<file path="src/rtl/core/egvd_fifo.sv">
// small first-in first-out queue of W-bit beats
// no dependencies
`default_nettype none

module egvd_fifo #(
    parameter int W     = 8,
    parameter int DEPTH = 2
) (
    input  wire logic         i_clk,
    input  wire logic         i_rst_n,
    input  wire logic         i_push,
    input  wire logic [W-1:0] i_din,
    output logic              o_full,
    input  wire logic         i_pop,
    output logic [W-1:0]      o_dout,
    output logic              o_empty
);

    localparam int PW = (DEPTH > 1) ? $clog2(DEPTH) : 1;

    logic [W-1:0]  r_mem [DEPTH];
    logic [PW-1:0] r_wp;
    logic [PW-1:0] r_rp;
    logic [PW:0]   r_cnt;
    logic          w_we;
    logic          w_re;

    assign o_full  = (r_cnt == (PW+1)'(DEPTH));
    assign o_empty = (r_cnt == '0);
    assign w_we    = i_push && !o_full;
    assign w_re    = i_pop && !o_empty;
    assign o_dout  = r_mem[r_rp];

    always_ff @(posedge i_clk) begin
        if (w_we) begin
            r_mem[r_wp] <= i_din;
        end
    end

    always_ff @(posedge i_clk) begin
        if (!i_rst_n) begin
            r_wp  <= '0;
            r_rp  <= '0;
            r_cnt <= '0;
        end else begin
            if (w_we) begin
                r_wp <= (r_wp == PW'(DEPTH-1)) ? '0 : r_wp + 1'b1;
            end
            if (w_re) begin
                r_rp <= (r_rp == PW'(DEPTH-1)) ? '0 : r_rp + 1'b1;
            end
            if (w_we && !w_re) begin
                r_cnt <= r_cnt + 1'b1;
            end else if (w_re && !w_we) begin
                r_cnt <= r_cnt - 1'b1;
            end
        end
    end

endmodule

`default_nettype wire

</file>
<file path="config.mk">
export PLATFORM = sky130hd
export DESIGN_NAME = egvd_fifo
export DESIGN_NICKNAME = d
export VERILOG_FILES = /design/src/rtl/core/egvd_fifo.sv
export SDC_FILE = /design/constraint.sdc
export NUM_CORES = 1
export LEC_CHECK = 0
export ABC_AREA = 1
export BUFFER_PORTS_ARGS = -buffer_cell sky130_fd_sc_hd__buf_4
export CELL_PAD_IN_SITES_DETAIL_PLACEMENT = 2
export CELL_PAD_IN_SITES_GLOBAL_PLACEMENT = 2
export CORE_AREA = 3 3 53 55
export DETAILED_ROUTE_END_ITERATION = 7
export DIE_AREA = 0 0 56 58
export HOLD_SLACK_MARGIN = 0.05
export PLACE_DENSITY_LB_ADDON = 0.1
export SLEW_MARGIN = 20
export SYNTH_ARGS = -nofsm -noshare
export SYNTH_HDL_FRONTEND = slang
export SYNTH_SLANG_ARGS = --single-unit
export TNS_END_PERCENT = 10
</file>
<file path="constraint.sdc">
create_clock -name i_clk -period 3.89 [get_ports i_clk]
set_input_delay 1.167 -clock i_clk [delete_from_list [all_inputs] [get_ports i_clk]]
set_output_delay 1.167 -clock i_clk [all_outputs]
set_load 0.03 [all_outputs]
</file>
==> results of run 1 <==
-- through the flow --
step | hold slack, ns | power (mW) | instance area [µm²] | setup WS, ns | instances
floorplan | 0.4669 | 0.4953 | 823.3 | 1.843 | 63
global placement | 0.4833 | 0.5808 | 1013 | 1.610 | 113
detailed placement | 0.5018 | 0.5922 | 1013 | 1.597 | 113
CTS | 0.5307 | 0.6937 | 1040 | 1.268 | 117
global route | 0.5695 | 0.7319 | 1040 | 1.200 | 117
finish | 0.5257 | 0.6817 | 1040 | 1.315 | 117
-- synthesized netlist by cell type (all sizes together) --
| cell type | count |
|---|---|
| dfxtp | 5 |
| nor2 | 11 |
| edfxtp | 16 |
| inv | 9 |
| nand4 | 1 |
| ha | 1 |
| mux2 | 8 |
| buf | 1 |
| a21oi | 1 |
| nand2 | 6 |
| o21ai | 3 |
| nand3 | 1 |
-- final timing paths --
kind / start / depth (start not counted) / to / slack [ns]
max: flop / 2 / o_dout[6] / 1.31
min: r_rp$_SDFFE_PN0P_ / 2 / flop / 0.53
max reg2reg: r_cnt[0]$_SDFFE_PN0P_ / 2 / r_mem[0][5]$_DFFE_PP_ / 2.38
min reg2reg: r_rp$_SDFFE_PN0P_ / 2 / flop / 0.53
-- sequential cells by signal (all words and copies together), names as in the netlist, named ones only --
signal / flops
r_rp: 1
r_wp: 1
r_cnt: 2
r_mem: 16
-- kinds of logic (layout without fill, tap and decap cells) --
| kind of cell | count (synthesis) | count (layout) | synth area share |
|---|---|---|---|
| multiplexers | 8 | 8 | 0.1094 |
| AND/OR/NAND/NOR | 19 | 19 | 0.09423 |
| flip-flops | 21 | 21 | 0.7052 |
| buffers and inverters | 10 | 34 | 0.04710 |
| AO/OA/AOI/OAI | 4 | 4 | 0.02887 |
| adder cells (fa/ha/maj) | 1 | 1 | 0.01520 |
-- cell type report --
class,instances,area share
Clock buffer,4,0.02527
Inverter,9,0.03249
Tap cell,30,0.03610
Sequential cell,21,0.5584
Multi-Input combinational cell,32,0.1961
Timing Repair Buffer,21,0.1516
-- per-layer routing --
layer  vias up  track usage  share of wire
li1        263            -              -
met1       246       0.1362           0.41
met2        13       0.2037           0.52
met3         2      0.02895          0.054
met4         0      0.05085         0.0089
met5         -            0              0
-- power by group through the flow --
stage	clock network [mW]	logic [mW]	registers (mW)
final	0.102	0.264	0.316
after global routing	0.117	0.293	0.322
after detailed placement	0	0.269	0.324
after CTS	0.106	0.270	0.318
after global placement	0	0.260	0.320
after floorplan	0	0.190	0.305
-- worst max-delay path, cell delays in order, from the launching register on --
cell and delay [ns]:
dfxtp_1 0.56, mux2_2 0.39, buf_4 0.17
==> summary.md, run 1 <==
| Metric | Value |
|---|---|
| Yosys warnings | `0` |
| Layout area overhead | `26.29%` |
| Global route overflow | `0` |
| Max VDD drop | `0.3724 mV` |
| Layout cells sized above 1 | `0.4023` |
| Syn Inst Count | `63` |
| Seq/Total Area, Yosys | `0.7052` |
| Endpoints failing setup | `0` |
| I/O Pins | `22` |
| Largest cells by area after synthesis | `edfxtp_1, dfxtp_1, mux2_2` |
| N_diodes | `0` |
| Clock sink count | `21` |
| Die area | `3248 µm²` |
| Port bufs | `21` |
| Remaining DRCs | `0` |
| Die span in x | `56 µm` |
| Share of the synthesized area in the top cell type | `0.5836` |
| Flop pwr share | `0.463` |
| Hold Buf Count CTS | `0` |
| Nets@finish | `101` |
| Leak Pwr | `0.4255 nW` |
| Initial antenna violation count | `0` |
| Worst-Margin Slew | `0.7277 ns` |
| Setup crit start kind | `flop` |
| CTS Buf Count | `3` |
| Max Clk Rate | `0.3883 GHz` |
| P_sw | `252.9 µW` |
| Most frequent cells in the layout | `buf_4, edfxtp_1, nor2_1` |
| CP Class | `reg -> out` |
| Netlist Area Pre-Place | `823.3 µm²` |
| Final Max Tran Viols | `0` |
| Crit path time final | `2.575 ns` |
| Latest clock arrival within the worst-skew pair | `0.29 ns` |
| Synthesized Nets | `76` |
| Initial Util | `0.3385` |
| Slew HR | `0.5131` |
| Syn Area/Cell | `13.07 µm²` |
| Clock slew seen by the registers of the worst setup and hold paths | `0.11 ns` |
| Cell-internal power | `428.8 µW` |
| CP Data Arrival Time | `1.41 ns` |
| Clk_skew | `0.003117 ns` |
| Pwr dens | `655.7 nW/µm²` |
| Filler Cells Inserted | `275` |
| Commonest non-fill, non-tap cell in the layout | `buf_4` |
| Final hold viol count | `0` |
| Row Count | `18` |
| Max Buffers Root-to-Sink | `2` |
| Core area | `2432 µm²` |
| CTS H-tree lvls | `1` |
| Sequential cell area | `580.6 µm²` |
| Clk pwr share | `0.150` |
| RSZ-0062 raised after global routing | `no` |
| Post-synth cell types | `15` |
| Max cap viols | `0` |
| Total vias in the final route | `524` |
| Drt pass-1 iters | `2` |
| ANT nets after route | `0` |
| Largest net degree at the start of global routing | `12` |
| Root Driver | `clkbuf_4` |
| Post-CTS sizing | `0` |
| Footprint of the multi-input gates | `203.9 µm²` |
| Switching share of power | `0.3710` |
| Crit. End Element | `primary output` |
| Fin util | `0.4275` |
| Via density | `4.479` |
| Run status | `complete, no violations` |
| GP Congestion | `0.6392` |
| DIE HEIGHT | `58 µm` |
| Tcrit/Tclk final | `0.6620` |
| Drt total wl | `1.678 mm` |
| Critical Path RT | `2.72 ns` |
| Area leader, netlist | `edfxtp_1` |
| DP Wirelength | `1.294 mm` |
| Hold Crit Class | `reg -> reg` |
| Post-CTS Setup Inserts | `0` |
| GRT Util Overall | `0.1165` |
| Iter 0 DRT Violations | `10` |
| Wire per inst | `14.34 µm` |
| Synth Register Bits | `21` |
| CTS tree | `done` |
| CP Max Fanout | `8` |
| Vias in the first global route | `599` |
| Global-route wire length before repair | `2.904 mm` |
| Combinational Power Share | `0.387` |
| Final TNS setup | `0 ns` |
Power figures use the tool's default switching activity.
==> run 2: changes to the inputs <==
--- a/config.mk
+++ b/config.mk
@@ -5,7 +5,7 @@
 export SDC_FILE = /design/constraint.sdc
 export NUM_CORES = 1
 export LEC_CHECK = 0
-export ABC_AREA = 1
+export ABC_AREA = 0
 export BUFFER_PORTS_ARGS = -buffer_cell sky130_fd_sc_hd__buf_4
 export CELL_PAD_IN_SITES_DETAIL_PLACEMENT = 2
 export CELL_PAD_IN_SITES_GLOBAL_PLACEMENT = 2
==> constraint.sdc (replaced) <==
create_clock -name i_clk -period 2.6 [get_ports i_clk]
set_input_delay 0.78 -clock i_clk [delete_from_list [all_inputs] [get_ports i_clk]]
set_output_delay 0.78 -clock i_clk [all_outputs]
set_load 0.03 [all_outputs]
==> run 2 against run 1 <==
  * Global-route usage fell by 2.0 points
  * Sequential power increased by 50%
  * Area after synthesis down 1.7%
  * Cell area fell by 1.3%
  * Total power rose by 51%
  * Utilization down 0.57 points
  * Routed wire length down 16%
  * Register-to-register slack worse by 1.3 ns
  * Largest power group unchanged
  * Highest routed layer unchanged
==> summary.md, run 2 <==
| Metric | Value |
|---|---|
| Layout cells sized above 1 | `0.4595 (+0.05716)` |
| Post-synth cell types | `20 (+5)` |
| Most numerous cell in the Yosys netlist | `edfxtp_1` |
| Iter 0 DRT Violations | `9 (-1)` |
| Top Registers | `r_mem: 16 flops, r_cnt: 2 flops` |
| Combinational Power Share | `0.394 (+0.007)` |
| Clk pwr share | `0.144 (-0.006)` |
| Die span in x | `56 µm (unchanged)` |
| Remaining DRCs | `0 (unchanged)` |
| Most frequent cells in the layout | `buf_4, edfxtp_1, mux2_2` |
| Leak Pwr | `0.3968 nW (-6.8%)` |
| Setup crit start kind | `flop` |
| Commonest non-fill, non-tap cell in the layout | `buf_4` |
| R2R setup slack | `1.03 ns (-1.35 ns)` |
| DP Wirelength | `1.103 mm (-15%)` |
| Cell-internal power | `669.9 µW (+56%)` |
| Tcrit/Tclk final | `0.8448` |
| Max Buffers Root-to-Sink | `2 (unchanged)` |
| Hold Crit Class | `reg -> reg` |
| Switching share of power | `0.3487 (-0.02226)` |
| Vias in the first global route | `529 (-12%)` |
| Syn Area/Cell | `16.19 µm² (+24%)` |
| Syn Inst Count | `50 (-21%)` |
| Slew HR | `0.5297 (+0.01660)` |
| Depth of the most critical reg-to-reg path | `6 (+4)` |
| Min-delay src | `r_cnt[1]$_SDFFE_PN0P_` |
| Max cap viols | `0 (unchanged)` |
| Worst-Margin Slew | `0.7017 ns (-0.02603 ns)` |
| Crit. End Element | `primary output` |
| Run status | `complete, no violations` |
| Final TNS setup | `0 ns (unchanged)` |
| Initial antenna violation count | `0 (unchanged)` |
| P_sw | `358.8 µW (+42%)` |
| Layout area overhead | `26.74%` |
| Final Max Tran Viols | `0 (unchanged)` |
| Crit-path max cell delay | `0.57 ns (about the same)` |
| ANT nets after route | `0 (unchanged)` |
| CP Data Arrival Time | `1.42 ns (about the same)` |
| Endpoints failing setup | `0 (unchanged)` |
| Post-CTS Setup Inserts | `0 (unchanged)` |
| Reg-to-Reg Start | `r_cnt[0]$_SDFFE_PN0P_` |
| Core area | `2432 µm² (unchanged)` |
| Die area | `3248 µm² (unchanged)` |
| Global route overflow | `0 (unchanged)` |
| Largest register FFs | `16 (unchanged)` |
| Critical Path RT | `1.82 ns (-0.90 ns)` |
| Drt total wl | `1.404 mm (-16%)` |
| Largest net degree at the start of global routing | `12 (unchanged)` |
| Final Power | `1.029 mW (+51%)` |
| Synth Register Bits | `21 (unchanged)` |
| Fin area | `1026 µm² (-1.3%)` |
| Share of the synthesized area in the top cell type | `0.5935 (+0.009922)` |
| Clock sink count | `21 (unchanged)` |
| Yosys warnings | `0 (unchanged)` |
| Via density | `4.433 (-1.0%)` |
| Netlist Area Pre-Place | `809.5 µm² (-1.7%)` |
| CP Max Fanout | `8 (unchanged)` |
| Latest clock arrival within the worst-skew pair | `0.29 ns (about the same)` |
| Number of synthesized flops with an enable pin | `16 (unchanged)` |
| RSZ-0062 raised after global routing | `no` |
| Clk_skew | `0.002181 ns (-0.0009361 ns)` |
| Seq/Total Area, Yosys | `0.7172 (+0.01199)` |
| GRT Util Overall | `0.09659 (-0.01994)` |
| Initial Util | `0.3328 (-0.005659)` |
| Area leader, netlist | `edfxtp_1` |
| Max VDD drop | `0.4695 mV (+26%)` |
| Row Count | `18 (unchanged)` |
| Flop pwr share | `0.462 (about the same)` |
| Total vias in the final route | `461 (-12%)` |
| Largest cells by area after synthesis | `edfxtp_1, dfxtp_1, mux2_2` |
| Post-CTS sizing | `0 (unchanged)` |
| Main synth FF type | `edfxtp_1` |
| Port bufs | `21 (unchanged)` |
| Ys async rst share | `0 (unchanged)` |
| N_diodes | `0 (unchanged)` |
| Crit path time final | `2.197 ns` |
| GP Congestion | `0.6472 (+1.3%)` |
| Clock slew seen by the registers of the worst setup and hold paths | `0.11 ns (about the same)` |
| WHS | `0.5508 ns (+0.02508 ns)` |
| Max Clk Rate | `0.4553 GHz` |
| Cells along the critical path | `mux2_2, buf_4` |
| Crit path max-delay cell type | `dfxtp_1` |
| Placed cell areas | `999.7 µm² (-1.4%)` |
| Nets@finish | `88 (-13%)` |
| CTS Buf Count | `3 (unchanged)` |
| Reg with most FFs | `r_mem` |
| Synthesized Nets | `63 (-17%)` |
| CP Class | `reg -> out` |
| Final hold viol count | `0 (unchanged)` |
| Hold Buf Count CTS | `0 (unchanged)` |
| CTS tree | `done` |
| Pwr dens | `1003 nW/µm² (+53%)` |
| Global-route wire length before repair | `2.380 mm (-18%)` |
| Root Driver | `clkbuf_4` |
| CTS H-tree lvls | `1 (unchanged)` |
| R2r endpoint | `r_cnt[1]$_SDFFE_PN0P_` |
| I/O Pins | `22 (unchanged)` |
| Wire per inst | `13.50 µm (-5.9%)` |
| Synth top cells by count | `edfxtp_1, mux2_2, dfxtp_1, and2_1` |
| Worst Hold End | `r_cnt[1]$_SDFFE_PN0P_` |
| DIE HEIGHT | `58 µm (unchanged)` |
| Drt pass-1 iters | `2 (unchanged)` |
| Hold path cells | `2 (unchanged)` |
==> run 2: cell count changes after synthesis, moves of 2 or more <==
cell	delta
inv_1	-7
xnor2_1	+2
and2_1	+3
nand2_1	-6
nor2_1	-8
==> run 2: power groups by stage <==
stage / combinational (mW) / clock, mW / sequential, mW
detailed placement: 0.412 / 0 / 0.486
CTS: 0.414 / 0.155 / 0.479
floorplan: 0.301 / 0 / 0.458
finish: 0.405 / 0.149 / 0.475
global placement: 0.411 / 0 / 0.485
global route: 0.440 / 0.172 / 0.487
==> run 2: through the flow <==
| step | util | setup slack, ns | std cells |
|---|---|---|---|
| 6_report | 0.4218 | 0.4034 | 104 |
| 5_1_grt | 0.4218 | 0.3017 | 104 |
| 4_1_cts | 0.4218 | 0.3514 | 104 |
| 3_5_place_dp | 0.4110 | 0.6889 | 100 |
| 3_3_place_gp | 0.4110 | 0.6744 | 100 |
| 2_1_floorplan | - | 0.8831 | 50 |
==> run 2: kinds of logic (layout without fill, tap and decap cells) <==
| group | count (synthesis) | count (layout) | synth area share |
|---|---|---|---|
| flops | 21 | 21 | 0.7172 |
| buf+inv | 3 | 27 | 0.01544 |
| compound gates | 5 | 5 | 0.04018 |
| mux | 8 | 8 | 0.1113 |
| xor+xnor | 3 | 3 | 0.03246 |
| fa+ha+maj | 1 | 1 | 0.01545 |
| simple gates | 9 | 9 | 0.06803 |
==> run 2: how the worst max path moves through the flow <==
stage            from               endpoint  slack, ns  cells past startpoint
6_report         flop              o_dout[4]       0.40                      2
2_1_floorplan  i_push  r_cnt[1]$_SDFFE_PN0P_       0.88                      5
5_1_grt          flop              o_dout[2]       0.30                      2
3_5_place_dp   i_push  r_mem[0][7]$_DFFE_PP_       0.69                      3
3_3_place_gp   i_push  r_mem[0][7]$_DFFE_PP_       0.67                      3
4_1_cts          flop              o_dout[4]       0.35                      2
==> run 2: cell type report <==
type,instances,area [µm²]
clock buffers,4,26.28
fillers,262,1406
inverters,2,7.507
multi-input cells,26,216.5
flip-flops and latches,21,580.6
well taps,30,37.54
repair buffers,21,157.7
==> run 2: routing by layer <==
layer	up-vias	part of all wire	track usage	wire length (µm)
li1	227	-	-	-
met1	217	0.45	0.1204	625
met2	15	0.47	0.1603	664
met3	2	0.072	0.02450	101
met4	0	0.0093	0.04068	13
met5	-	0	0	0
==> run 2: worst max-delay path: cells and delay by family, from the launching register on <==
family / cells / cell delay, ns
buffers and inverters: 1 / 0.17
DFF: 1 / 0.57
muxes: 1 / 0.39
