$ cat config.mk
export PLATFORM = sky130hd
export DESIGN_NAME = egvd_front
export DESIGN_NICKNAME = d
export VERILOG_FILES = /design/src/rtl/core/egvd_pkg.sv /design/src/rtl/core/egvd_fifo.sv /design/src/rtl/core/egvd_front.sv
export SDC_FILE = /design/constraint.sdc
export NUM_CORES = 1
export LEC_CHECK = 0
export BUFFER_PORTS_ARGS = -buffer_cell sky130_fd_sc_hd__buf_2
export CORE_UTILIZATION = 50
export DETAILED_ROUTE_END_ITERATION = 10
export PLACE_DENSITY = 0.71
export SYNTH_ARGS = -nofsm -noshare
export SYNTH_HDL_FRONTEND = slang
export SYNTH_SLANG_ARGS = --single-unit
$ cat constraint.sdc
create_clock -name i_clk -period 14.65 [get_ports i_clk]
set_clock_uncertainty 0.15 [all_clocks]
set_input_delay 2.1975 -clock i_clk [delete_from_list [all_inputs] [get_ports i_clk]]
set_output_delay 2.1975 -clock i_clk [all_outputs]
set_load 0.02 [all_outputs]
$ cat src/rtl/core/egvd_pkg.sv
// shared types, constants and helpers of the vertex deform core
// no dependencies
`default_nettype none

package egvd_pkg;

    // input item kinds, same codes as the mode field
    typedef enum logic [1:0] {
        MODE_VERTEX    = 2'd0,
        MODE_NODE_WORD = 2'd1,
        MODE_NEIGHBOUR = 2'd2,
        MODE_COMPUTE   = 2'd3
    } t_mode;

    // configuration register indexes
    typedef enum logic [2:0] {
        CFG_LOCAL_ONLY = 3'd0,
        CFG_ANGLE_X    = 3'd1,
        CFG_ANGLE_Y    = 3'd2,
        CFG_ANGLE_Z    = 3'd3,
        CFG_SHIFT_X    = 3'd4,
        CFG_SHIFT_Y    = 3'd5,
        CFG_SHIFT_Z    = 3'd6
    } t_cfg;

    localparam int AFFINE_WORDS = 12;
    localparam int OFFSET_WORD  = 9;

    localparam logic signed [33:0] PI30        = 34'sd3373259426;
    localparam logic signed [33:0] HALFPI30    = 34'sd1686629713;
    localparam logic signed [33:0] ONE30       = 34'sd1073741824;
    localparam logic signed [33:0] CORDIC_GAIN = 34'sd652032874;

    typedef logic [2:0][31:0]      t_vec3;
    typedef logic [2:0][2:0][31:0] t_mat;

    // classified item between front and back
    typedef struct packed {
        t_mode              kind;
        logic [5:0]         idx;
        logic [3:0]         slot;
        logic [5:0]         node;
        logic signed [31:0] x;
        logic signed [31:0] y;
        logic signed [31:0] z;
        logic [16:0]        weight;
    } t_item;

    typedef struct packed {
        logic [5:0]  idx;
        logic [31:0] x;
        logic [31:0] y;
        logic [31:0] z;
    } t_result;

    // back side control and status
    typedef struct packed {
        logic q_pop;
        logic out_push;
        logic clearing;
    } t_back_ctl;

    function automatic logic signed [31:0] sat32(input logic signed [63:0] v);
        if (v > 64'sd2147483647) begin
            return 32'sh7fff_ffff;
        end else if (v < -64'sd2147483648) begin
            return 32'sh8000_0000;
        end
        return v[31:0];
    endfunction

    // truncated arctangent table, 30 fraction bits
    function automatic logic signed [33:0] atan30(input logic [4:0] i);
        case (i)
            5'd0:  return 34'sh3243F6A8;
            5'd1:  return 34'sh1DAC6705;
            5'd2:  return 34'sh0FADBAFC;
            5'd3:  return 34'sh07F56EA6;
            5'd4:  return 34'sh03FEAB76;
            5'd5:  return 34'sh01FFD55B;
            5'd6:  return 34'sh00FFFAAA;
            5'd7:  return 34'sh007FFF55;
            5'd8:  return 34'sh003FFFEA;
            5'd9:  return 34'sh001FFFFD;
            5'd10: return 34'sh000FFFFF;
            5'd11: return 34'sh0007FFFF;
            5'd12: return 34'sh0003FFFF;
            5'd13: return 34'sh0001FFFF;
            5'd14: return 34'sh0000FFFF;
            5'd15: return 34'sh00007FFF;
            5'd16: return 34'sh00003FFF;
            5'd17: return 34'sh00001FFF;
            5'd18: return 34'sh00000FFF;
            5'd19: return 34'sh000007FF;
            5'd20: return 34'sh000003FF;
            5'd21: return 34'sh000001FF;
            5'd22: return 34'sh000000FF;
            5'd23: return 34'sh0000007F;
            5'd24: return 34'sh0000003F;
            5'd25: return 34'sh0000001F;
            5'd26: return 34'sh0000000F;
            5'd27: return 34'sh00000007;
            5'd28: return 34'sh00000003;
            5'd29: return 34'sh00000001;
            default: return 34'sh0;
        endcase
    endfunction

endpackage

`default_nettype wire

$ cat src/rtl/core/egvd_fifo.sv
// small first-in first-out queue of W-bit beats
// no dependencies
`default_nettype none

module egvd_fifo #(
    parameter int W     = 8,
    parameter int DEPTH = 2
) (
    input  wire logic         i_clk,
    input  wire logic         i_rst_n,
    input  wire logic         i_push,
    input  wire logic [W-1:0] i_din,
    output logic              o_full,
    input  wire logic         i_pop,
    output logic [W-1:0]      o_dout,
    output logic              o_empty
);

    localparam int PW = (DEPTH > 1) ? $clog2(DEPTH) : 1;

    logic [W-1:0]  r_mem [DEPTH];
    logic [PW-1:0] r_wp;
    logic [PW-1:0] r_rp;
    logic [PW:0]   r_cnt;
    logic          w_we;
    logic          w_re;

    assign o_full  = (r_cnt == (PW+1)'(DEPTH));
    assign o_empty = (r_cnt == '0);
    assign w_we    = i_push && !o_full;
    assign w_re    = i_pop && !o_empty;
    assign o_dout  = r_mem[r_rp];

    always_ff @(posedge i_clk) begin
        if (w_we) begin
            r_mem[r_wp] <= i_din;
        end
    end

    always_ff @(posedge i_clk) begin
        if (!i_rst_n) begin
            r_wp  <= '0;
            r_rp  <= '0;
            r_cnt <= '0;
        end else begin
            if (w_we) begin
                r_wp <= (r_wp == PW'(DEPTH-1)) ? '0 : r_wp + 1'b1;
            end
            if (w_re) begin
                r_rp <= (r_rp == PW'(DEPTH-1)) ? '0 : r_rp + 1'b1;
            end
            if (w_we && !w_re) begin
                r_cnt <= r_cnt + 1'b1;
            end else if (w_re && !w_we) begin
                r_cnt <= r_cnt - 1'b1;
            end
        end
    end

endmodule

`default_nettype wire

$ cat src/rtl/core/egvd_front.sv
// front end: accepts input beats, drops out-of-range beats, queues the rest
// depends on egvd_pkg, egvd_fifo
`default_nettype none

module egvd_front import egvd_pkg::*; #(
    parameter int MAX_VERTICES = 64,
    parameter int NEIGHBOURS   = 4,
    parameter int QDEPTH       = 4
) (
    input  wire logic               i_clk,
    input  wire logic               i_rst_n,
    input  wire logic               i_push,
    output logic                    o_full,
    input  wire logic [1:0]         i_mode,
    input  wire logic [5:0]         i_vertex_index,
    input  wire logic [3:0]         i_slot,
    input  wire logic [5:0]         i_neighbour_node,
    input  wire logic signed [31:0] i_coord_x,
    input  wire logic signed [31:0] i_coord_y,
    input  wire logic signed [31:0] i_coord_z,
    input  wire logic [16:0]        i_blend_weight,
    input  wire logic               i_clearing,
    input  wire logic               i_pop,
    output logic                    o_empty,
    output t_item                   o_item
);

    t_item             w_item;
    logic              w_keep;
    logic              w_idx_ok;
    logic              w_q_full;
    logic [$bits(t_item)-1:0] w_dout;

    always_comb begin
        w_item.kind   = t_mode'(i_mode);
        w_item.idx    = i_vertex_index;
        w_item.slot   = i_slot;
        w_item.node   = i_neighbour_node;
        w_item.x      = i_coord_x;
        w_item.y      = i_coord_y;
        w_item.z      = i_coord_z;
        w_item.weight = i_blend_weight;

        w_idx_ok = (13'(i_vertex_index) < 13'(MAX_VERTICES));
        case (t_mode'(i_mode))
            MODE_NODE_WORD: w_keep = w_idx_ok && (5'(i_slot) < 5'(AFFINE_WORDS));
            MODE_NEIGHBOUR: w_keep = w_idx_ok && (5'(i_slot) < 5'(NEIGHBOURS));
            default:        w_keep = w_idx_ok;
        endcase
    end

    // no beat taken during the slot clearing pass
    assign o_full = w_q_full || i_clearing;

    egvd_fifo #(
        .W     ($bits(t_item)),
        .DEPTH (QDEPTH)
    ) u_queue (
        .i_clk   (i_clk),
        .i_rst_n (i_rst_n),
        .i_push  (i_push && !o_full && w_keep),
        .i_din   (w_item),
        .o_full  (w_q_full),
        .i_pop   (i_pop),
        .o_dout  (w_dout),
        .o_empty (o_empty)
    );

    assign o_item = t_item'(w_dout);

endmodule

`default_nettype wire

==> results of run 1 <==
state kept, by name, summed over array words and instances, names as in the netlist, named ones only:
name / flops
u_queue.r_mem: 524
u_queue.r_cnt: 3
u_queue.r_rp: 2
u_queue.r_wp: 2
path summary, 6_finish.rpt:
path / slack, ns / from / endpoint / depth (start not counted)
max: 8.91 / flip-flop / o_item[0] / 4
max reg2reg: 11.03 / u_queue.r_cnt[0]$_SDFFE_PN0P_ / u_queue.r_mem[0][89]$_DFFE_PP_ / 5
min reg2reg: 0.35 / u_queue.r_wp[1]$_SDFFE_PN0P_ / u_queue.r_wp[1]$_SDFFE_PN0P_ / 2
min: 0.35 / u_queue.r_wp[1]$_SDFFE_PN0P_ / u_queue.r_wp[1]$_SDFFE_PN0P_ / 2
worst max-delay path: cells and delay by family (launching register included):
family | cells | cell delay, ns
buffers and inverters | 3 | 1.41
flip-flops | 1 | 0.70
multiplexers | 1 | 0.62
per-stage QoR:
step	utilization, %	instances	hold WS, ns
2_1_floorplan	-	742	0.3177
3_3_place_gp	56.17	1501	0.3409
3_5_place_dp	56.17	1501	0.3452
4_1_cts	60.26	1593	0.3540
5_1_grt	60.28	1595	0.3793
6_report	60.30	1599	0.3509
cell usage after synthesis, drive strengths merged:
library cell | count | share of area, %
a211oi | 1 | 0.10
a21boi | 1 | 0.039
a21o | 1 | 0.039
a21oi | 2 | 0.051
and2 | 5 | 0.16
buf | 25 | 0.97
clkbuf | 5 | 0.097
dfxtp | 9 | 0.93
edfxtp | 524 | 81
fa | 1 | 0.10
ha | 8 | 0.51
inv | 7 | 0.14
mux2i | 4 | 0.21
mux4 | 131 | 15
nand2 | 4 | 0.077
nor2 | 2 | 0.039
nor2b | 4 | 0.13
nor3 | 2 | 0.051
o21ai | 1 | 0.026
o21bai | 1 | 0.039
o31ai | 1 | 0.064
or3 | 1 | 0.032
xnor2 | 1 | 0.045
xor2 | 1 | 0.045
report_power, final:
group          internal, uW  switching, uW
clock network           695            519
registers              1730           42.8
logic                   325            416
total                  2750            978
layout make-up:
class	instances	area share, %
Clock inverter	26	0.7713
Tap cell	511	2.795
Clock buffer	66	6.011
Antenna cell	6	0.06564
Sequential cell	533	69.61
Inverter	7	0.1149
Multi-Input combinational cell	172	14.44
Timing Repair Buffer	278	6.192
kinds of logic (layout without fill, tap and decap cells):
kind of cell | after synthesis | in the layout | synth area share (%)
buffers and inverters | 37 | 377 | 1.197
AOI/OAI and AO/OA | 8 | 8 | 0.3604
muxes | 135 | 135 | 15.38
xor gates and xnor gates | 2 | 2 | 0.09012
adders and majority gates | 9 | 9 | 0.6179
and+or+nand+nor | 18 | 18 | 0.4891
DFF | 533 | 533 | 81.86
other | 0 | 6 | 0
per-layer routing:
metal	track usage [%]	vias to the layer above
met5	0	-
met2	27.37	310
li1	-	3812
met4	6.353	12
met1	26.32	4570
met3	5.165	57
==> impl_results.md, run 1 <==
* Post-Syn Area per Cell at 26.20 um2
* Met3 routed WL at 3.071 mm
* Cells after synthesis at 742
* GRT Resource Usage Total at 18.38%
* Top layer in use: met5
* Core area at 37930 um2
* Fill count at 2687
* DRT iter0 DRCs at 583
* Die Y at 199.2 um
* I/O pin cnt at 269
* RSZ-0062 raised after global routing: no
* Number of hold buffers added after cts at 0
* Final ANT Viol Nets at 0
* CTS Buffer Depth at 3
* PwrDens at 162.9 nW/um2
* CTS tree: yes
* First-pass GRT wire length at 53.09 mm
* Most frequent cells in the layout: edfxtp_1, buf_2, mux4_2
* Gp weighted congestion at 0.7393
* Antenna violations before repair at 11
* Row count at 71
* Largest net degree at the start of global routing at 68
* Critical Path Source Type: flip-flop
* Most common cell after layout, fill and taps aside: edfxtp_1
* Area growth, synth to finish at 17.66%
* Yosys warns at 0
* Top cell by count, worst path: buf_4
* CP Class: flip-flop to output port
* H-tree depth at 2
* Die X-Extent at 199.2 um
* P_leak at 0.007551 uW
* Pre-CTS setup slack at 8.975 ns
* Fin Setup TNS at 0 ns
* Remaining global-route overflow at 0
* Initial Utilization at 51.25%
* Port bufs at 268
* Die area at 39670 um2
* Storage cell area at 15920 um2
* Max-slew violations at 0
* Hold Path Class: flip-flop to flip-flop
* Via count at 8761
* Post-cts resize count at 0
* Clock Sink Count at 533
* Met2 WL at 16.82 mm
* Critical Path Max Stage Delay at 0.70 ns
* Syn nets at 887
* Critical path cell sequence: buf_4 -> buf_4 -> mux4_2 -> buf_2
* CP max FO at 33
* Max-Cap Viols at 0
* Max-slew headroom at 30.61%
* VDD IR max at 0.0001112 V
* Post-route DRC at 0
* Status: finished, final reports clean
* CP max-delay cell: dfxtp_4
* Vias/cell at 5.479
* Req. time, crit path at 12.30 ns
* Fin nets at 1189
* Vias in the first global route at 8927
* Final hold vios at 0
* Post-synth cell types at 25
* PnR worst setup slack at 8.914 ns
* Avg WL per Cell at 22.49 um
* Register area share after synthesis at 81.86%
* Final period utilization at 39.16%
* Area of the multi-input gates at 3303 um2
* Final min period at 5.736 ns
* Initial DRT Pass Iterations at 5
* Post-Route WL at 35.97 mm
* Clock-pin slew on the worst setup and hold paths at 0.06 ns
* Mapped Area at 19440 um2
* Worst Path Arrival at 3.39 ns
* Area of placed instances at 21310 um2
* Layout cell share with drive strength beyond 1 at 44.82%
* Seq cells post-synth at 533
* Setup violations, final at 0
* Pwr Total at 3727 uW
* Post-route cell area at 22870 um2
* Clk root buf: clkbuf_16
* CP endpoint kind: output port
* Post-CTS Setup Repair Bufs at 0
* Clock Latency Late Sink at 0.57 ns
* Least-Margin Pin Slew at 1.041 ns
* Routed length on met1 at 15.29 mm
* Num CTS Buffers at 52
* Dpl hpwl at 21.40 mm
* Highest clock rate at 0.1743 GHz
Power figures use the tool's default switching activity.
==> run 2: changes to the inputs <==
==> constraint.sdc (replaced) <==
create_clock -name i_clk -period 5.5 [get_ports i_clk]
set_clock_uncertainty 0.15 [all_clocks]
set_input_delay 0.825 -clock i_clk [delete_from_list [all_inputs] [get_ports i_clk]]
set_output_delay 0.825 -clock i_clk [all_outputs]
set_load 0.02 [all_outputs]
==> impl_results.md, run 2 (same netlist as run 1, synthesis figures left out) <==
* Post-Route WL at 35.47 mm
* CP max-delay cell: buf_4
* Most common cell after layout, fill and taps aside: edfxtp_1
* Hold Path Class: primary input to flip-flop
* Post-route DRC at 0
* First-pass GRT wire length at 52.92 mm
* Via count at 8717
* Fin nets at 1193
* Vias/cell at 5.424
* Initial DRT Pass Iterations at 4
* Dpl hpwl at 21.33 mm
* Gp weighted congestion at 0.7147
* Setup violations, final at 0
* Critical Path Max Stage Delay at 0.68 ns
* CP bufs+invs at 2
* VDD IR max at 0.0002562 V
* Final ANT Viol Nets at 0
* Fill count at 2653
* CTS Buffer Depth at 3
* Fin Setup TNS at 0 ns
* Max-slew violations at 0
* Number of hold buffers added after cts at 0
* Critical path cell sequence: buf_4 -> mux4_2 -> buf_2
* H-tree depth at 2
* Worst Path Arrival at 2.70 ns
* Most frequent cells in the layout: edfxtp_1, buf_2, mux4_2
* Highest clock rate at 0.2718 GHz
* Clock Sink Count at 533
* Layout cell share with drive strength beyond 1 at 45.23%
* Fin util at 60.68%
* Initial Utilization at 51.25%
* Post-CTS Setup Repair Bufs at 0
* Remaining global-route overflow at 0
* I/O pin cnt at 269
* CP endpoint kind: output port
* Area growth, synth to finish at 18.39%
* CTS tree: yes
* Final Instance Count excl. Fillers at 1607
* Die X-Extent at 199.2 um
* Num CTS Buffers at 52
* CP max FO at 37
* Clock-pin slew on the worst setup and hold paths at 0.06 ns
* RSZ-0062 raised after global routing: no
* Post-cts resize count at 0
* Family with the most delay on the worst path: buffers and inverters
* Vias in the first global route at 8964
* Clock Latency Late Sink at 0.57 ns
* P_leak at 0.007601 uW
* Max-slew headroom at 38.23%
* Pwr Total at 9983 uW
* Largest net degree at the start of global routing at 89
* PwrDens at 433.7 nW/um2
* Req. time, crit path at 4.53 ns
* Clk root buf: clkbuf_16
* CP Class: flip-flop to output port
* R2r setup slk at 2.62 ns
* Port bufs at 268
* Number of flip-flops in the largest register at 524
* Max-Cap Viols at 0
* GRT Resource Usage Total at 18.13%
* Biggest regs: u_queue.r_mem: 524 flops, u_queue.r_cnt: 3 flops
* Final hold vios at 0
* Placed Cells at 1505
* Die Y at 199.2 um
* Antenna violations before repair at 10
* Area of the multi-input gates at 3303 um2
* Avg WL per Cell at 22.07 um
* Row count at 71
* Die area at 39670 um2
* Status: finished, final reports clean
* Critical Path Source Type: flip-flop
* Least-Margin Pin Slew at 0.9265 ns
* Core area at 37930 um2
* Final period utilization at 66.90%
* Final min period at 3.680 ns
* Reg with most FFs: u_queue.r_mem
* Storage cell area at 15920 um2
* DRT iter0 DRCs at 464
## run 2: layout make-up
class	count	share of cell area [%]
Clock inverter	31	0.8589
Sequential cell	533	69.18
Tap cell	511	2.778
Multi-Input combinational cell	172	14.35
Antenna cell	6	0.06523
Timing Repair Buffer	282	6.610
Clock buffer	65	6.045
Inverter	7	0.1142
## run 2: path summary, 6_finish.rpt
check	from	endpoint	cells past startpoint
hold / removal	i_blend_weight[3]	u_queue.r_mem[3][3]$_DFFE_PP_	1
setup / recovery	flip-flop	o_item[78]	3
hold reg to reg	u_queue.r_wp[0]$_SDFFE_PN0P_	u_queue.r_wp[0]$_SDFFE_PN0P_	2
setup reg to reg	u_queue.r_cnt[0]$_SDFFE_PN0P_	u_queue.r_mem[0][72]$_DFFE_PP_	5
## run 2: power by group
| part | internal [uW] | total [uW] | switching, uW |
|---|---|---|---|
| Sequential | 4600 | 4690 | 92.1 |
| Clock | 1880 | 3280 | 1400 |
| Combinational | 879 | 2010 | 1130 |
| Total | 7360 | 9980 | 2620 |
## run 2: per-layer routing
layer  wire length [um]  up-vias  GRT usage (%)
li1                   -     3814              -
met1              14730     4544          25.40
met2              17020      287          27.51
met3               2864       62          5.249
met4                774       10          6.182
met5                 76        -              0
## run 2: worst register-to-register path, stage by stage (launching register included)
cell	delay, ns
dfxtp_1	0.45
nor2_1	0.08
a21o_1	0.22
a211oi_4	0.39
and2_4	0.81
buf_4	0.46
## run 2: per-stage QoR
stage	hold slack, ns	area, um2	worst slack [ns]
after global placement	0.3420	21410	1.966
after global routing	0.2964	23010	1.631
after detailed placement	0.3637	21410	1.952
after CTS	0.2767	23000	1.709
after floorplan	0.3177	19440	0.2575
final	0.3101	23020	1.820
==> run 3: changes to the inputs <==
--- a/config.mk
+++ b/config.mk
@@ -8,7 +8,7 @@
 export BUFFER_PORTS_ARGS = -buffer_cell sky130_fd_sc_hd__buf_2
 export CORE_UTILIZATION = 50
 export DETAILED_ROUTE_END_ITERATION = 10
-export PLACE_DENSITY = 0.71
+export PLACE_DENSITY = 0.74
 export SYNTH_ARGS = -nofsm -noshare
 export SYNTH_HDL_FRONTEND = slang
 export SYNTH_SLANG_ARGS = --single-unit
==> constraint.sdc (replaced) <==
create_clock -name i_clk -period 3.3 [get_ports i_clk]
set_clock_uncertainty 0.15 [all_clocks]
set_input_delay 0.495 -clock i_clk [delete_from_list [all_inputs] [get_ports i_clk]]
set_output_delay 0.495 -clock i_clk [all_outputs]
set_load 0.02 [all_outputs]
==> impl_results.md, run 3 (same netlist as run 1, synthesis figures left out) <==
* Status: finished, final reports clean
* CTS Buffer Depth at 3
* Worst hold endpoint: u_queue.r_mem[2][129]$_DFFE_PP_
* Layout cell share with drive strength beyond 1 at 40.98%
* CTS tree: yes
* Most common cell after layout, fill and taps aside: edfxtp_1
* Biggest regs: u_queue.r_mem: 524 flops, u_queue.r_cnt: 3 flops
* Post-route DRC at 0
* PwrDens at 703.7 nW/um2
* Die area at 39670 um2
* Max-Cap Viols at 0
* Number of flip-flops in the largest register at 524
* Largest net degree at the start of global routing at 77
* Critical Path Max Stage Delay at 0.70 ns
* DRT iter0 DRCs at 498
* Final min period at 3.025 ns
* Req. time, crit path at 2.65 ns
* Pwr Total at 17320 uW
* Fin nets at 1334
* Initial DRT Pass Iterations at 5
* Clk root buf: clkbuf_16
* I/O pin cnt at 269
* Final Instance Count excl. Fillers at 1742
* Final ANT Viol Nets at 0
* VDD IR max at 0.0005307 V
* R2r setup slk at 0.79 ns
* Family with the most delay on the worst path: flip-flops
* Die X-Extent at 199.2 um
* Vias/cell at 5.381
* CP bufs+invs at 2
* Crit path depth at 3
* Core area at 37930 um2
* Least-Margin Pin Slew at 0.5474 ns
* Clock-pin slew on the worst setup and hold paths at 0.06 ns
* Reg with most FFs: u_queue.r_mem
* Avg WL per Cell at 22.51 um
* Gp weighted congestion at 0.7425
* Hold path depth at 1
* Vias in the first global route at 10070
* WHS at 0.03570 ns
* H-tree depth at 2
* Hold Path Class: primary input to flip-flop
* CP endpoint kind: output port
* Critical path cell sequence: buf_4 -> mux4_2 -> buf_2
* CP max FO at 21
* Storage cell area at 15920 um2
* CP Class: flip-flop to output port
* First-pass GRT wire length at 58.61 mm
* Dpl hpwl at 22.01 mm
* Row count at 71
* Highest clock rate at 0.3306 GHz
* Final period utilization at 91.65%
* Worst Path Arrival at 2.38 ns
* Fin util at 64.90%
* Area of the multi-input gates at 3303 um2
* Critical Path Source Type: flip-flop
* Initial Utilization at 51.25%
* Max-slew headroom at 63.50%
* Clock Latency Late Sink at 0.57 ns
* Setup violations, final at 0
* Die Y at 199.2 um
* Post-cts resize count at 0
* Reg-to-Reg End: u_queue.r_cnt[2]$_SDFFE_PN0P_
* Num CTS Buffers at 53
* Placed Cells at 1516
* Fin Setup TNS at 0 ns
* CP max-delay cell: dfxtp_4
* Area growth, synth to finish at 26.63%
* Remaining global-route overflow at 0
* Post-Route WL at 39.22 mm
* Most frequent cells in the layout: edfxtp_1, buf_2, mux4_2
* Port bufs at 268
* FF-to-FF path depth at 9
* Via count at 9374
* Max-slew violations at 0
* Final hold vios at 0
* P_leak at 0.008282 uW
* GRT Resource Usage Total at 20.24%
* Antenna violations before repair at 1
* Fill count at 2454
* Reg-to-reg startpoint: u_queue.r_cnt[0]$_SDFFE_PN0P_
* Worst hold path startpoint: i_mode[0]
* RSZ-0062 raised after global routing: no
* Clock Sink Count at 533
run 3: how the worst max path moves through the flow:
stage | to | slack (ns)
floorplan | u_queue.r_mem[0][0]$_DFFE_PP_ | -0.17
global placement | u_queue.r_cnt[2]$_SDFFE_PN0P_ | 0.55
detailed placement | u_queue.r_cnt[2]$_SDFFE_PN0P_ | 0.49
CTS | o_item[114] | 0.17
global route | o_item[114] | 0.13
finish | o_item[10] | 0.28
run 3: metrics by stage:
| stage | setup WS [ns] | area, um2 |
|---|---|---|
| 2_1_floorplan | -0.1676 | 19450 |
| 3_3_place_gp | 0.5548 | 21630 |
| 3_5_place_dp | 0.4871 | 21630 |
| 4_1_cts | 0.1663 | 24620 |
| 5_1_grt | 0.1282 | 24620 |
| 6_report | 0.2754 | 24620 |
run 3: layout make-up:
type,instances,area share (%)
diodes,1,0.01016
clock buffers,65,5.570
clock inverters,31,1.301
inverters,7,0.1067
multi-input cells,172,13.42
flip-flops and latches,533,64.68
well taps,511,2.597
repair buffers,422,12.32
run 3: report_power, final:
part / internal (uW) / switching (uW) / leakage (uW)
logic: 1680 / 1940 / 0.00264
registers: 7670 / 167 / 0.00481
clock network: 3480 / 2380 / 0.000824
run 3: layer usage:
metal / track usage, % / share of wire (%) / vias to the layer above
met3: 5.468 / 7.1 / 65
met4: 6.182 / 2.3 / 0
li1: - / - / 4095
met2: 33.09 / 50 / 315
met5: 0 / 0 / -
met1: 26.71 / 40 / 4899
run 3: repair_timing:
item,4_1_cts,5_1_grt
hold buffers,129,0
endpoints found under the setup margin,0,0
setup buffers,0,0
hold endpoints to repair,516,0
